File: src/rtl/vftp_pkg.sv
// vftp_pkg: shared constants, types and helper functions of the field test pattern block
// no dependencies; imported by every module of the block

package vftp_pkg;

   localparam int XW = 12;
   localparam int YW = 11;
   localparam int PW = 4;
   localparam int WORD_W = 16;
   localparam int CSR_W = 13;
   localparam int CSR_AW = 1;
   localparam int THR_W = 13;
   localparam int QUO_W = 8;
   localparam int DIV_STAGES = 4;
   localparam int DIV_BITS = QUO_W / DIV_STAGES;

   localparam logic [CSR_AW-1:0] REG_FRAME_WIDTH = 1'd0;
   localparam logic [CSR_AW-1:0] REG_FIELD_HEIGHT = 1'd1;

   localparam logic [CSR_W-1:0] FRAME_WIDTH_RST = 13'd1920;
   localparam logic [11:0] FIELD_HEIGHT_RST = 12'd540;

   localparam logic [WORD_W-1:0] PIX_BLACK = 16'h1080;
   localparam logic [WORD_W-1:0] PIX_LINE = 16'hE080;
   localparam logic [WORD_W-1:0] PIX_WHITE = 16'hF080;
   localparam logic [7:0] PIX_BARS_HI = 8'hC0;
   localparam logic [7:0] PIX_CHROMA = 8'h80;

   // floor(n/9) as (n*REC_M) >> REC_S, exact for n below 2^20/5
   localparam int REC_M = 116509;
   localparam int REC_S = 20;
   localparam int REC_PW = THR_W + 17;

   typedef struct packed {
      logic [THR_W-1:0] t3;
      logic [THR_W-1:0] t4;
      logic [THR_W-1:0] t5;
      logic [THR_W-1:0] t6;
      logic [THR_W-1:0] t8;
   } band_thr_type;

   // n/9 for n below 72
   function automatic logic [2:0] frac9(input logic [6:0] n);
      logic [12:0] p;
      p = 13'(n) * 13'd57;
      return 3'(p >> 9);
   endfunction

   // floor(k*h/9) from q = h/9 and r = h%9
   function automatic logic [THR_W-1:0] band_of(input logic [THR_W-1:0] q,
                                                input logic [3:0] r,
                                                input logic [3:0] k);
      logic [THR_W+3:0] kq;
      logic [6:0] kr;
      kq = (THR_W+4)'(q) * (THR_W+4)'(k);
      kr = 7'(r) * 7'(k);
      return THR_W'(kq + (THR_W+4)'(frac9(kr)));
   endfunction

endpackage

File: src/rtl/video_field_test_pattern_top.sv
// video_field_test_pattern_top: pixel pattern pipeline of the field test pattern block
// depends on vftp_pkg, vftp_cfg and vftp_div
//
// channel   dir  handshake             payload
// req       in   req_tvalid/tready     tdata: pixel_x, pixel_y, field_phase
// rsp       out  rsp_tvalid/tready     tdata: pixel_word; tuser: in_frame
// csr       in   csr_we                csr_addr, csr_wdata
//
// one request per clock sustained while results are taken; a taken request passes through
// the input register, the four 2-bit divider stages for the bars and the output register
// synchronous reset empties the pipeline and loads 1920 x 540
// a result not taken holds every stage; req_tready drops in the same cycle
// band thresholds follow a csr write via the csr, reciprocal and threshold registers

module video_field_test_pattern_top import vftp_pkg::*; #(
   parameter int MAX_WIDTH = 4096,
   parameter int MAX_FIELD_HEIGHT = 2048
) (
   input  logic              clock,
   input  logic              reset,
   input  logic              req_tvalid,
   output logic              req_tready,
   input  logic [31:0]       req_tdata,   // pixel_x[11:0], pixel_y[22:12], field_phase[26:23]
   output logic              rsp_tvalid,
   input  logic              rsp_tready,
   output logic [15:0]       rsp_tdata,   // pixel_word[15:0]
   output logic [0:0]        rsp_tuser,   // in_frame[0]
   input  logic              csr_we,
   input  logic [CSR_AW-1:0] csr_addr,
   input  logic [CSR_W-1:0]  csr_wdata
);

   localparam int WW = $clog2(MAX_WIDTH + 1);

   logic [WW-1:0]    width_sat;
   logic [THR_W-1:0] height_sat;
   band_thr_type     band_thr;
   logic             en;
   logic [QUO_W-1:0] bar_level;

   logic             v1_ff, v2_ff, v3_ff, v4_ff, v5_ff, v6_ff;
   logic [XW-1:0]    x1_ff;
   logic [YW-1:0]    y1_ff, y2_ff;
   logic [PW-1:0]    ph1_ff, ph2_ff;
   logic [7:0]       x2_ff;
   logic             inf2_in, left2_in, mid2_in;
   logic             inf2_ff, left2_ff, mid2_ff;
   logic [WW-1:0]    half;
   logic [WORD_W-1:0] word3_in, word3_ff, word4_ff, word5_ff, word6_in, word6_ff;
   logic             bars3_in, bars3_ff, bars4_ff, bars5_ff;
   logic             inf3_ff, inf4_ff, inf5_ff, inf6_ff;

   vftp_cfg #(
      .MAX_WIDTH(MAX_WIDTH),
      .MAX_FIELD_HEIGHT(MAX_FIELD_HEIGHT),
      .WW(WW)
   ) u_cfg (
      .clock(clock),
      .reset(reset),
      .csr_we(csr_we),
      .csr_addr(csr_addr),
      .csr_wdata(csr_wdata),
      .width_sat(width_sat),
      .height_sat(height_sat),
      .band_thr(band_thr)
   );

   assign en = !v6_ff || rsp_tready;
   assign req_tready = en && !reset;

   vftp_div #(.WW(WW)) u_div (
      .clock(clock),
      .en(en),
      .num(WW'(x1_ff)),
      .den(width_sat),
      .quo(bar_level)
   );

   // frame check and half-line positions
   always_comb begin
      half = width_sat >> 1;
      inf2_in = (32'(x1_ff) < 32'(width_sat)) && (32'(y1_ff) < 32'(height_sat));
      left2_in = 32'(x1_ff) < 32'(half);
      mid2_in = !left2_in && (32'(x1_ff) < (32'(half) << 1));
   end

   // layer selection, highest priority first
   always_comb begin
      logic [THR_W-1:0] y;
      logic [3:0]       diag, horz;
      y = THR_W'(y2_ff);
      diag = 4'(x2_ff[3:0] + y2_ff[3:0] + ph2_ff);
      horz = 4'(y2_ff[3:0] + ph2_ff);
      bars3_in = 1'b0;
      word3_in = PIX_BLACK;
      priority if (y == '0) begin
         word3_in = (left2_ff ^ ph2_ff[0]) ? PIX_BLACK : PIX_WHITE;
      end else if (y == band_thr.t8 &&
                   ((!ph2_ff[0] && left2_ff) || (ph2_ff[0] && mid2_ff))) begin
         word3_in = PIX_BLACK;
      end else if (y >= band_thr.t5 && y < band_thr.t6) begin
         word3_in = (diag[3:1] == 3'd0) ? PIX_LINE : PIX_BLACK;
      end else if (y >= band_thr.t4 && y < band_thr.t5) begin
         word3_in = (horz == 4'd0) ? PIX_LINE : PIX_BLACK;
      end else if (y >= band_thr.t3 && y < band_thr.t4) begin
         word3_in = (x2_ff[3:1] == 3'd0) ? PIX_LINE : PIX_BLACK;
      end else if (y >= band_thr.t6) begin
         bars3_in = 1'b1;
      end else if (y < band_thr.t3) begin
         word3_in = {x2_ff, PIX_CHROMA};
      end else begin
         word3_in = PIX_BLACK;
      end
   end

   always_comb begin
      if (!inf5_ff) begin
         word6_in = PIX_BLACK;
      end else if (bars5_ff) begin
         word6_in = {PIX_BARS_HI, bar_level};
      end else begin
         word6_in = word5_ff;
      end
   end

   always_ff @(posedge clock) begin
      if (reset) begin
         v1_ff <= 1'b0;
         v2_ff <= 1'b0;
         v3_ff <= 1'b0;
         v4_ff <= 1'b0;
         v5_ff <= 1'b0;
         v6_ff <= 1'b0;
      end else if (en) begin
         v1_ff <= req_tvalid;
         v2_ff <= v1_ff;
         v3_ff <= v2_ff;
         v4_ff <= v3_ff;
         v5_ff <= v4_ff;
         v6_ff <= v5_ff;
      end
   end

   always_ff @(posedge clock) begin
      if (en) begin
         x1_ff <= req_tdata[11:0];
         y1_ff <= req_tdata[22:12];
         ph1_ff <= req_tdata[26:23];
         x2_ff <= x1_ff[7:0];
         y2_ff <= y1_ff;
         ph2_ff <= ph1_ff;
         inf2_ff <= inf2_in;
         left2_ff <= left2_in;
         mid2_ff <= mid2_in;
         word3_ff <= word3_in;
         bars3_ff <= bars3_in;
         inf3_ff <= inf2_ff;
         word4_ff <= word3_ff;
         bars4_ff <= bars3_ff;
         inf4_ff <= inf3_ff;
         word5_ff <= word4_ff;
         bars5_ff <= bars4_ff;
         inf5_ff <= inf4_ff;
         word6_ff <= word6_in;
         inf6_ff <= inf5_ff;
      end
   end

   assign rsp_tvalid = v6_ff;
   assign rsp_tdata = word6_ff;
   assign rsp_tuser = inf6_ff;

   a_out_of_frame_black: assert property (@(posedge clock) disable iff (reset)
      rsp_tvalid && !rsp_tuser[0] |-> rsp_tdata == PIX_BLACK)
      else $error("out-of-frame result is not black");

   a_no_take_while_blocked: assert property (@(posedge clock)
      rsp_tvalid && !rsp_tready |-> !req_tready)
      else $error("request taken while result is blocked");

   a_empty_after_reset: assert property (@(posedge clock)
      reset |=> !rsp_tvalid)
      else $error("result valid right after reset");

endmodule

File: src/rtl/vftp_cfg.sv
// vftp_cfg: width/height registers, saturation and band threshold pipeline
// depends on vftp_pkg

module vftp_cfg import vftp_pkg::*; #(
   parameter int MAX_WIDTH = 4096,
   parameter int MAX_FIELD_HEIGHT = 2048,
   parameter int WW = $clog2(MAX_WIDTH + 1)
) (
   input  logic              clock,
   input  logic              reset,
   input  logic              csr_we,
   input  logic [CSR_AW-1:0] csr_addr,
   input  logic [CSR_W-1:0]  csr_wdata,
   output logic [WW-1:0]     width_sat,
   output logic [THR_W-1:0]  height_sat,
   output band_thr_type      band_thr
);

   logic [CSR_W-1:0]   frame_width_ff;
   logic [11:0]        field_height_ff;
   logic [REC_PW-1:0]  rec_prod;
   logic [THR_W-1:0]   q_in, q_ff, hq_ff;
   logic [THR_W+3:0]   nine_q;
   logic [3:0]         r;
   band_thr_type       thr_in, thr_ff;

   always_ff @(posedge clock) begin
      if (reset) begin
         frame_width_ff <= FRAME_WIDTH_RST;
         field_height_ff <= FIELD_HEIGHT_RST;
      end else if (csr_we) begin
         unique case (csr_addr)
            REG_FRAME_WIDTH:  frame_width_ff <= csr_wdata;
            REG_FIELD_HEIGHT: field_height_ff <= csr_wdata[11:0];
            default: ;
         endcase
      end
   end

   always_comb begin
      width_sat = (32'(frame_width_ff) > MAX_WIDTH) ? WW'(MAX_WIDTH) : WW'(frame_width_ff);
      height_sat = (32'(field_height_ff) > MAX_FIELD_HEIGHT) ?
                   THR_W'(MAX_FIELD_HEIGHT) : THR_W'(field_height_ff);
   end

   // stage a: h/9 by reciprocal
   assign rec_prod = REC_PW'(height_sat) * REC_PW'(REC_M);
   assign q_in = THR_W'(rec_prod >> REC_S);

   // stage b: thresholds k*h/9
   always_comb begin
      nine_q = {1'b0, q_ff, 3'b000} + (THR_W+4)'(q_ff);
      r = 4'(hq_ff - THR_W'(nine_q));
      thr_in.t3 = band_of(q_ff, r, 4'd3);
      thr_in.t4 = band_of(q_ff, r, 4'd4);
      thr_in.t5 = band_of(q_ff, r, 4'd5);
      thr_in.t6 = band_of(q_ff, r, 4'd6);
      thr_in.t8 = band_of(q_ff, r, 4'd8);
   end

   always_ff @(posedge clock) begin
      q_ff <= q_in;
      hq_ff <= height_sat;
      thr_ff <= thr_in;
   end

   assign band_thr = thr_ff;

endmodule

File: src/rtl/vftp_div.sv
// vftp_div: pipelined restoring divider for the bar level x*256/w
// depends on vftp_pkg; numerator must be below the divisor

module vftp_div import vftp_pkg::*; #(
   parameter int WW = 13
) (
   input  logic             clock,
   input  logic             en,
   input  logic [WW-1:0]    num,
   input  logic [WW-1:0]    den,
   output logic [QUO_W-1:0] quo
);

   logic [WW-1:0]    rem_ff [DIV_STAGES];
   logic [QUO_W-1:0] quo_ff [DIV_STAGES];
   logic [WW-1:0]    rem_in [DIV_STAGES];
   logic [QUO_W-1:0] quo_in [DIV_STAGES];

   for (genvar s = 0; s < DIV_STAGES; s++) begin : g_stage
      always_comb begin
         logic [WW:0]      t;
         logic [WW-1:0]    rem;
         logic [QUO_W-1:0] q;
         if (s == 0) begin
            rem = num;
            q = '0;
         end else begin
            rem = rem_ff[(s == 0) ? 0 : s-1];
            q = quo_ff[(s == 0) ? 0 : s-1];
         end
         for (int b = 0; b < DIV_BITS; b++) begin
            t = {rem, 1'b0};
            if (t >= {1'b0, den}) begin
               rem = WW'(t - {1'b0, den});
               q = {q[QUO_W-2:0], 1'b1};
            end else begin
               rem = WW'(t);
               q = {q[QUO_W-2:0], 1'b0};
            end
         end
         rem_in[s] = rem;
         quo_in[s] = q;
      end

      always_ff @(posedge clock) begin
         if (en) begin
            rem_ff[s] <= rem_in[s];
            quo_ff[s] <= quo_in[s];
         end
      end
   end

   assign quo = quo_ff[DIV_STAGES-1];

endmodule
File: config.mk
export PLATFORM = sky130hd
export DESIGN_NAME = video_field_test_pattern_top
export DESIGN_NICKNAME = d
export VERILOG_FILES = /design/src/rtl/vftp_pkg.sv /design/src/rtl/video_field_test_pattern_top.sv /design/src/rtl/vftp_cfg.sv /design/src/rtl/vftp_div.sv
export SDC_FILE = /design/constraint.sdc
export NUM_CORES = 1
export LEC_CHECK = 0
export BUFFER_PORTS_ARGS = -buffer_cell sky130_fd_sc_hd__buf_2
export CORE_ASPECT_RATIO = 0.7
export CORE_MARGIN = 3
export CORE_UTILIZATION = 58
export DETAILED_ROUTE_END_ITERATION = 10
export HOLD_SLACK_MARGIN = 0.02
export PLACE_DENSITY = 0.78
export SLEW_MARGIN = 40
export SYNTH_ARGS = -nofsm -noshare
export SYNTH_HDL_FRONTEND = slang
export SYNTH_SLANG_ARGS = --single-unit
File: constraint.sdc
create_clock -name clock -period 7.05 [get_ports clock]
set_clock_uncertainty 0.2 [all_clocks]
set_input_delay 0.705 -clock clock [delete_from_list [all_inputs] [get_ports clock]]
set_output_delay 0.705 -clock clock [all_outputs]
set_load 0.01 [all_outputs]
# Word level (Yosys, flattened, before mapping)
# Memory sizes are Yosys's and may differ from the RTL's.
# Cells that the tools add are included.
[classes]
bitwise = 3
order_cmp = 22
reduce_logical = 23
multipliers = 12
muxes = 33
add_sub_neg = 18
n_eq_ne = 1
[op_table]
columns = ["op", "count"]
rows = [
  ["16-bit two-way mux", 12],
  ["13-bit two-way mux", 9],
  ["13-bit subtractor", 8],
  ["14-bit by 13-bit greater-or-equal comparator with 1-bit output", 7],
  ["13-bit by 3-bit adder with 13-bit output", 4],
  ["11-bit by 13-bit greater-or-equal comparator with 1-bit output", 4],
  ["11-bit by 13-bit < comparator with 1-bit output", 4],
  ["12-bit by 17-bit multiplier with 29-bit output (second input constant)", 1],
  ["12-bit by 13-bit < comparator with 1-bit output", 2],
  ["10-bit by 2-bit multiplier with 12-bit output (second input constant)", 2],
  ["4-bit adder", 4],
  ["12-bit by 3-bit adder with 13-bit output", 1],
  ["11-bit by 13-bit equality test with 1-bit output", 1],
  ["13-bit greater-or-equal comparator", 1],
  ["13-bit greater-than comparator (second input constant)", 1],
  ["10-bit by 3-bit multiplier with 13-bit output (second input constant)", 1],
  ["12-bit greater-than comparator (second input constant)", 1],
  ["11-bit by 12-bit < comparator with 1-bit output", 1],
  ["12-bit < comparator", 1],
  ["4-bit by 2-bit multiplier with 6-bit output (second input constant)", 2],
  ["6-bit by 6-bit multiplier with 12-bit output (second input constant)", 1],
  ["7-bit by 6-bit multiplier with 12-bit output (second input constant)", 1],
  ["12-bit two-way mux", 1],
  ["11-bit logical NOT", 1],
  ["other kinds (16)", 41],
]
[totals]
ramBits = 84
reg_bits = 234
inputBits = 51
wordCells = 150
out_inout_bits = 19
mem_count = 2
[mem_list]
columns = ["name", "words", "width", "read_ports", "rd_ports_with_merged_regs", "write_ports", "line_no", "rtl"]
rows = [
  ["u_div.rem_ff", 4, 13, 3, 0, 4, "vftp_div.sv:14", "logic [WW-1:0] rem_ff [DIV_STAGES];"],
  ["u_div.quo_ff", 4, 8, 4, 0, 4, "vftp_div.sv:15", "logic [QUO_W-1:0] quo_ff [DIV_STAGES];"],
]

# Logic depth before layout (Yosys ltp)
# Gate-level depths: netlist (run 1).
[logic_depth]
depth_word = 8
mapped_depth = 35

# Cells and area by module
# From an unflattened synthesis (run 1), not the netlist that was laid out.
[unflattened]
hier_cells = 2160
hier_area_um2 = 21541.9
[modules_own_cells]
columns = ["mod", "instances", "cells_per_inst", "area_each_um2", "seq_area_each_um2"]
rows = [
  ["vftp_cfg", 1, 886, 8481.9, 1921.8],
  ["vftp_div", 1, 787, 7151.9, 1771.7],
  ["video_field_test_pattern_top", 1, 487, 5908.2, 3123.0],
]

# Worst setup path before layout (run 1)
# No wires, ideal clock.
[synth_path]
path_type = "register -> register"
from = "register u_cfg.q_ff[0]"
to = "register u_cfg.thr_ff (netlist bit u_cfg.band_thr[36])"
t_arrival_ps = 6809
path_slack_ps = -31
setup_time_ps = 72
t_required_ps = 6778
path_buffers = 0
stages_incl_launch_ff = 33
cell_sequence = "dfxtp_1 ha_1 inv_1 ha_1 a211oi_1 xnor2_1 inv_1 ha_1 ha_1 fa_1 fa_1 ha_1 ha_1 nand4_1 nor2_1 o21ai_0 nand2b_1 a21oi_1 nor2b_1 o21a_1 nor2_1 xnor2_1 ha_1 ha_1 a21o_1 a21oi_1 o21ai_0 a21oi_1 o21ai_0 a21oi_1 o21bai_1 a21oi_1 xnor2_1"
[synth_lines]
columns = ["item", "line_no", "rtl"]
rows = [
  ["start, declared", "vftp_cfg.sv:22", "logic [THR_W-1:0] q_in, q_ff, hq_ff;"],
  ["start signal, assigned", "vftp_cfg.sv:62", "q_ff <= q_in;"],
  ["end signal, assigned", "vftp_cfg.sv:64", "thr_ff <= thr_in;"],
  ["end, declared", "vftp_cfg.sv:25", "band_thr_type thr_in, thr_ff;"],
]

==> impl_metrics.tcl, run 1 <==
set metrics [dict create \
    critical_path.max_fanout 3 \
    dr.pass1.iters 5 \
    avgSynthCellArea_um2 9.99 \
    hold_viol_final 0 \
    clock-sinks 260 \
    synth_nets 2503 \
    critPathBufInv 5 \
    status "finished clean" \
    maxCapViolCount 0 \
    vias_per_cell 5.79 \
    synth_compound_area_frac 0.128 \
    critPathSlowestCell "fa_1" \
    worst_pin_slew_ns 0.836 \
    timing.final.crit_share 0.957 \
    setup.worst_path.class "register to register" \
    place_congestion 0.938 \
    cp.required_ns 7.36 \
    path_clk_slew_ns 0.06 \
    place_area_um2 21400 \
    yosysSeqAreaShare 0.335 \
    clkLatencyLatePin_ns 0.58 \
    first_iter_violations 1278 \
    clk_path_buf_depth 3 \
    wirelength_um 47600 \
    grt.overflow.total 0 \
    grt_pass1_vias 14900 \
    whs_ns 0.0999 \
    yosysWarnings 0 \
    critPathCaptureType "register" \
    n_antenna_cell 0 \
    avgRoutedWirePerCell_um 18.2 \
    netlist_area_um2 20300 \
    slew_headroom 0.442 \
    drc 0 \
    startpoint_type "register" \
    row_count 56 \
    reg2reg_slack_ns 0.30 \
    grt_pass1_wl_um 76700 \
    cts_max_level 1 \
    cpMostUsedCell "ha_1" \
    arrival_ns 7.06 \
    dieArea_um2 37300 \
    grt_max_degree 92 \
    initial_core_util 0.598 \
    dpl.hpwl_um 37800 \
    synthMuxAreaShare 0.0212 \
    synthXorXnorAreaFrac 0.0634 \
    holdBufCountCts 0 \
    io_pins 70 \
    coreArea_um2 34000 \
    place.port_buffers 64 \
    antenna_found_initial 1 \
    synth_top_family_by_area "adder cells" \
    cts_tree "built" \
    design_area_um2 22400 \
    fmaxAchievable_mhz 148 \
    crit_path_max_incr_delay_ns 0.56 \
    cts_made_buffers 28 \
    root_buffer "clkbuf_16" \
    synth_fa_ha_area_frac 0.285 \
    fin_nets 2603 \
    async_flop_share 0 \
    ant_nets 0 \
    dominantRegCellSynth "edfxtp_1" \
    synth-simple-area-share 0.122 \
    cp_top_family "adder cells" \
    synth-seq-cells 260 \
    die_height_um 163 \
    areaGrowthSynthToFinish_pct 10.2 \
    setup_viol 0 \
    drive_above_1_share 0.0979 \
    synthDistinctLibCells 73 \
    drv_slew 0 \
    grt_usage 0.256 \
    vias 15200 \
    synth_edf_count 159 \
    hold_class "primary input to register" \
    min_period_ns 6.75 \
    die_w_um 230 \
    syn_inst 2034 \
]
## cells in the mapped netlist (all sizes together), types with 23 or more instances
master    n  area (um^2)
xor2     50          438
nand3    27          135
nor3     35          175
nor2    121          454
nand4    23          144
mux2     33          390
xnor2    97          850
nand2b   30          188
a21o     59          443
nand2   151          567
dfxtp   101         2020
o21a     29          218
o21ai    93          465
ha      344         4300
edfxtp  159         4770
nor2b    32          200
inv     217          815
fa       74         1480
a21oi   147          739
## cell usage in the layout, fill, tap and decap left out, types with 23 or more instances in the layout
cell type,instances
a21o_1,59
a21oi_1,142
buf_2,64
buf_4,32
clkbuf_16,29
dfxtp_1,101
edfxtp_1,159
fa_1,73
ha_1,342
inv_1,214
mux2_2,28
nand2_1,151
nand2b_1,30
nand3_1,27
nand4_1,23
nor2_1,120
nor2b_1,32
nor3_1,35
o21a_1,29
o21ai_0,86
xnor2_1,96
xor2_1,49
## what timing repair did
action                                  4_1_cts  5_1_grt
hold endpoints to repair                      0        0
pin swaps                                     0       10
resized for setup                             4       12
endpoints found under the setup margin        3       11
buffers inserted                              0        1
## flip-flops by register name, summed over array words and instances (netlist names), 4 cells and up
name	count
rsp_tdata	16
u_div.rem_ff	39
u_cfg.hq_ff	4
ph2_ff	4
word3_ff	8
x1_ff	12
u_cfg.q_ff	9
ph1_ff	4
x2_ff	8
u_cfg.band_thr	57
word4_ff	8
word5_ff	8
u_cfg.frame_width_ff	13
y1_ff	11
u_div.quo_ff	20
u_cfg.field_height_ff	12
y2_ff	11
## routing by layer
metal / up-vias / share of wire / global-route usage
li1: 7365 / - / -
met4: 2 / 0.021 / 0.0578
met1: 7205 / 0.48 / 0.383
met3: 79 / 0.079 / 0.0434
met2: 508 / 0.42 / 0.389
met5: - / 0.00019 / 0
## area by class of cell
cell class	instances	area (um^2)
Inverter	217	820
Tap cell	464	581
Multi-Input combinational cell	1530	12700
Clock inverter	18	189
Fill cell	2617	11600
Clock buffer	34	764
Timing Repair Buffer	97	572
Sequential cell	260	6800
## per-stage QoR
stage                      util  std cells  worst slack (ns)  TNS, ns
final                     0.659       2620             0.304        0
after global routing      0.659       2620           -0.0518  -0.0911
after CTS                 0.657       2619            0.0529        0
after detailed placement  0.628       2567           -0.0302  -0.0524
after global placement    0.628       2567             0.149        0
after floorplan               -       2034            0.0630        0
## kinds of logic after synthesis
logic type,count (synthesis)
mux,37
xor+xnor,147
compound gates,417
buf+inv,244
flops,260
simple gates,510
fa+ha+maj,418
other cells,1
## path summary, 6_finish.rpt
| path | from | to | cells after the start |
|---|---|---|---|
| max | u_cfg.hq_ff[0] | u_cfg.band_thr[36] | 32 |
| max reg2reg | u_cfg.hq_ff[0] | u_cfg.band_thr[36] | 32 |
| min | req_tdata[16] | y1_ff[4] | 1 |
| min reg2reg | word4_ff[13] | word5_ff[13] | 0 |
Power of run 1 is left out: the tool's default activity adds up to more than one toggle a clock period on the data nets, which glitch-free logic cannot reach.
==> run 2, diff against run 1 <==
--- a/config.mk
+++ b/config.mk
@@ -6,12 +6,14 @@
 export NUM_CORES = 1
 export LEC_CHECK = 0
 export BUFFER_PORTS_ARGS = -buffer_cell sky130_fd_sc_hd__buf_2
+export CELL_PAD_IN_SITES_DETAIL_PLACEMENT = 1
+export CELL_PAD_IN_SITES_GLOBAL_PLACEMENT = 1
 export CORE_ASPECT_RATIO = 0.7
 export CORE_MARGIN = 3
-export CORE_UTILIZATION = 58
+export CORE_UTILIZATION = 46
 export DETAILED_ROUTE_END_ITERATION = 10
 export HOLD_SLACK_MARGIN = 0.02
-export PLACE_DENSITY = 0.78
+export PLACE_DENSITY_LB_ADDON = 0.1
 export SLEW_MARGIN = 40
 export SYNTH_ARGS = -nofsm -noshare
 export SYNTH_HDL_FRONTEND = slang
==> run 2 against run 1 <==
Critical path depth rose by 1. Wire length grew 17%. Setup slack gained 0.067 ns. Core utilization shrank 13 points. Worst hold slack got worse by 0.021 ns. First-iteration DRC count shrank 45%. Design area is 1.6% higher. Register-to-register slack better by 0.07 ns. Via count grew 0.47%. Non-clock buffer count rose by 19. Final cell count is 5.3% higher. Count of clock-buffer cells in the layout down 3.
==> impl_metrics.tcl, run 2 (synthesized netlist as in run 1, its figures left out) <==
set metrics [dict create \
    status "finished clean" \
    critical_path.max_fanout 2 \
    critPathBufInv 4 \
    grt_usage 0.240 \
    use_met2 0.375 \
    antenna_found_initial 0 \
    grt_pass1_vias 16100 \
    setup.worst_path.class "register to register" \
    arrival_ns 7.00 \
    critPathCaptureType "register" \
    grt_max_degree 66 \
    cp_top_family "adder cells" \
    coreArea_um2 43000 \
    clkLatencyLatePin_ns 0.60 \
    wirelength_um 55900 \
    holdCritStartpoint "req_tdata[23]" \
    row_count 63 \
    grtUsageMet1 0.359 \
    multiInputGateArea_um2 12700 \
    crit_path_max_incr_delay_ns 0.51 \
    dpl.hpwl_um 44600 \
    slew_headroom 0.425 \
    fillers 4751 \
    clock-sinks 260 \
    dieArea_um2 46800 \
    setup_viol 0 \
    globalRouteMet3Util 0.0291 \
    r2r.worst_path.cells 33 \
    place_congestion 0.845 \
    vias 15200 \
    min_period_ns 6.68 \
    maxCapViolCount 0 \
    whs_ns 0.0792 \
    drc 0 \
    grt.overflow.total 0 \
    die_w_um 257 \
    ff_latch_area_um2 6800 \
    hold_depth 1 \
    dr.pass1.iters 5 \
    reg2reg_slack_ns 0.37 \
    avgRoutedWirePerCell_um 20.2 \
    worst_pin_slew_ns 0.862 \
    grt_pass1_wl_um 88900 \
    n_antenna_cell 0 \
    fin_nets 2622 \
    first_iter_violations 707 \
    initial_core_util 0.473 \
    pre_cts_ws_ns -0.237 \
    ant_nets 0 \
    die_height_um 182 \
    cts_max_level 1 \
    fmaxAchievable_mhz 150 \
    cp.required_ns 7.37 \
    vias_per_cell 5.52 \
    r2r-end "u_cfg.band_thr[35]" \
    critPathSlowestCell "fa_1" \
    min_to "ph1_ff[0]" \
    io_pins 70 \
    areaGrowthSynthToFinish_pct 11.9 \
    postLayoutSetupSlackWorst_ns 0.371 \
    largest_register_ffs 57 \
    reg2reg_from "u_cfg.hq_ff[0]" \
    hold_viol_final 0 \
    clk_path_buf_depth 3 \
    root_buffer "clkbuf_16" \
    hold_class "primary input to register" \
    grt_setup_unrepaired "false" \
    cts_made_buffers 28 \
    path_clk_slew_ns 0.07 \
    timing.final.crit_share 0.947 \
    drive_above_1_share 0.107 \
    startpoint_type "register" \
    place.port_buffers 64 \
    layout_commonest_cell "ha_1" \
    cpMostUsedCell "ha_1" \
    drv_slew 0 \
    mostFrequentLayoutCells "ha_1, inv_1, edfxtp_1, nand2_1, a21oi_1" \
    top_usage_layer "met2" \
    cts_tree "built" \
]
## run 2: cell type report
cell class	instances	share of cell area
multi-input combinational	1530	0.557
timing repair buffer	116	0.0320
inverter	217	0.0361
clock inverter	21	0.0112
sequential	260	0.299
tap	585	0.0322
clock buffer	31	0.0327
## run 2: what timing repair did
item	4_1_cts	5_1_grt
gates resized for setup	3	11
setup endpoints to repair	3	10
setup buffers	2	2
hold buffers	0	0
pin swaps	2	9
## run 2: stage by stage
stage | setup TNS, ns | util | instances | cell area, um^2
floorplan | 0 | - | 2034 | 20300
global placement | 0 | 0.504 | 2704 | 21600
CTS | 0 | 0.527 | 2758 | 22700
global route | 0 | 0.529 | 2760 | 22700
detailed placement | -0.473 | 0.504 | 2704 | 21600
finish | 0 | 0.529 | 2760 | 22700
## run 2: worst max path at each step
stage | start | to | depth (start not counted)
2_1_floorplan | u_cfg.q_ff[0] | u_cfg.band_thr[36] | 32
3_3_place_gp | u_cfg.hq_ff[0] | u_cfg.band_thr[36] | 33
3_5_place_dp | u_cfg.hq_ff[0] | u_cfg.band_thr[35] | 33
4_1_cts | u_cfg.hq_ff[0] | u_cfg.band_thr[35] | 33
5_1_grt | u_cfg.hq_ff[0] | u_cfg.band_thr[37] | 34
6_report | u_cfg.hq_ff[0] | u_cfg.band_thr[35] | 33
## run 2: metal layers
metal / share of wire / vias up
met5: 0 / -
met4: 0.018 / 0
met3: 0.039 / 67
met2: 0.43 / 259
met1: 0.51 / 7508
li1: - / 7396
Power of run 2 is left out for the same reason.
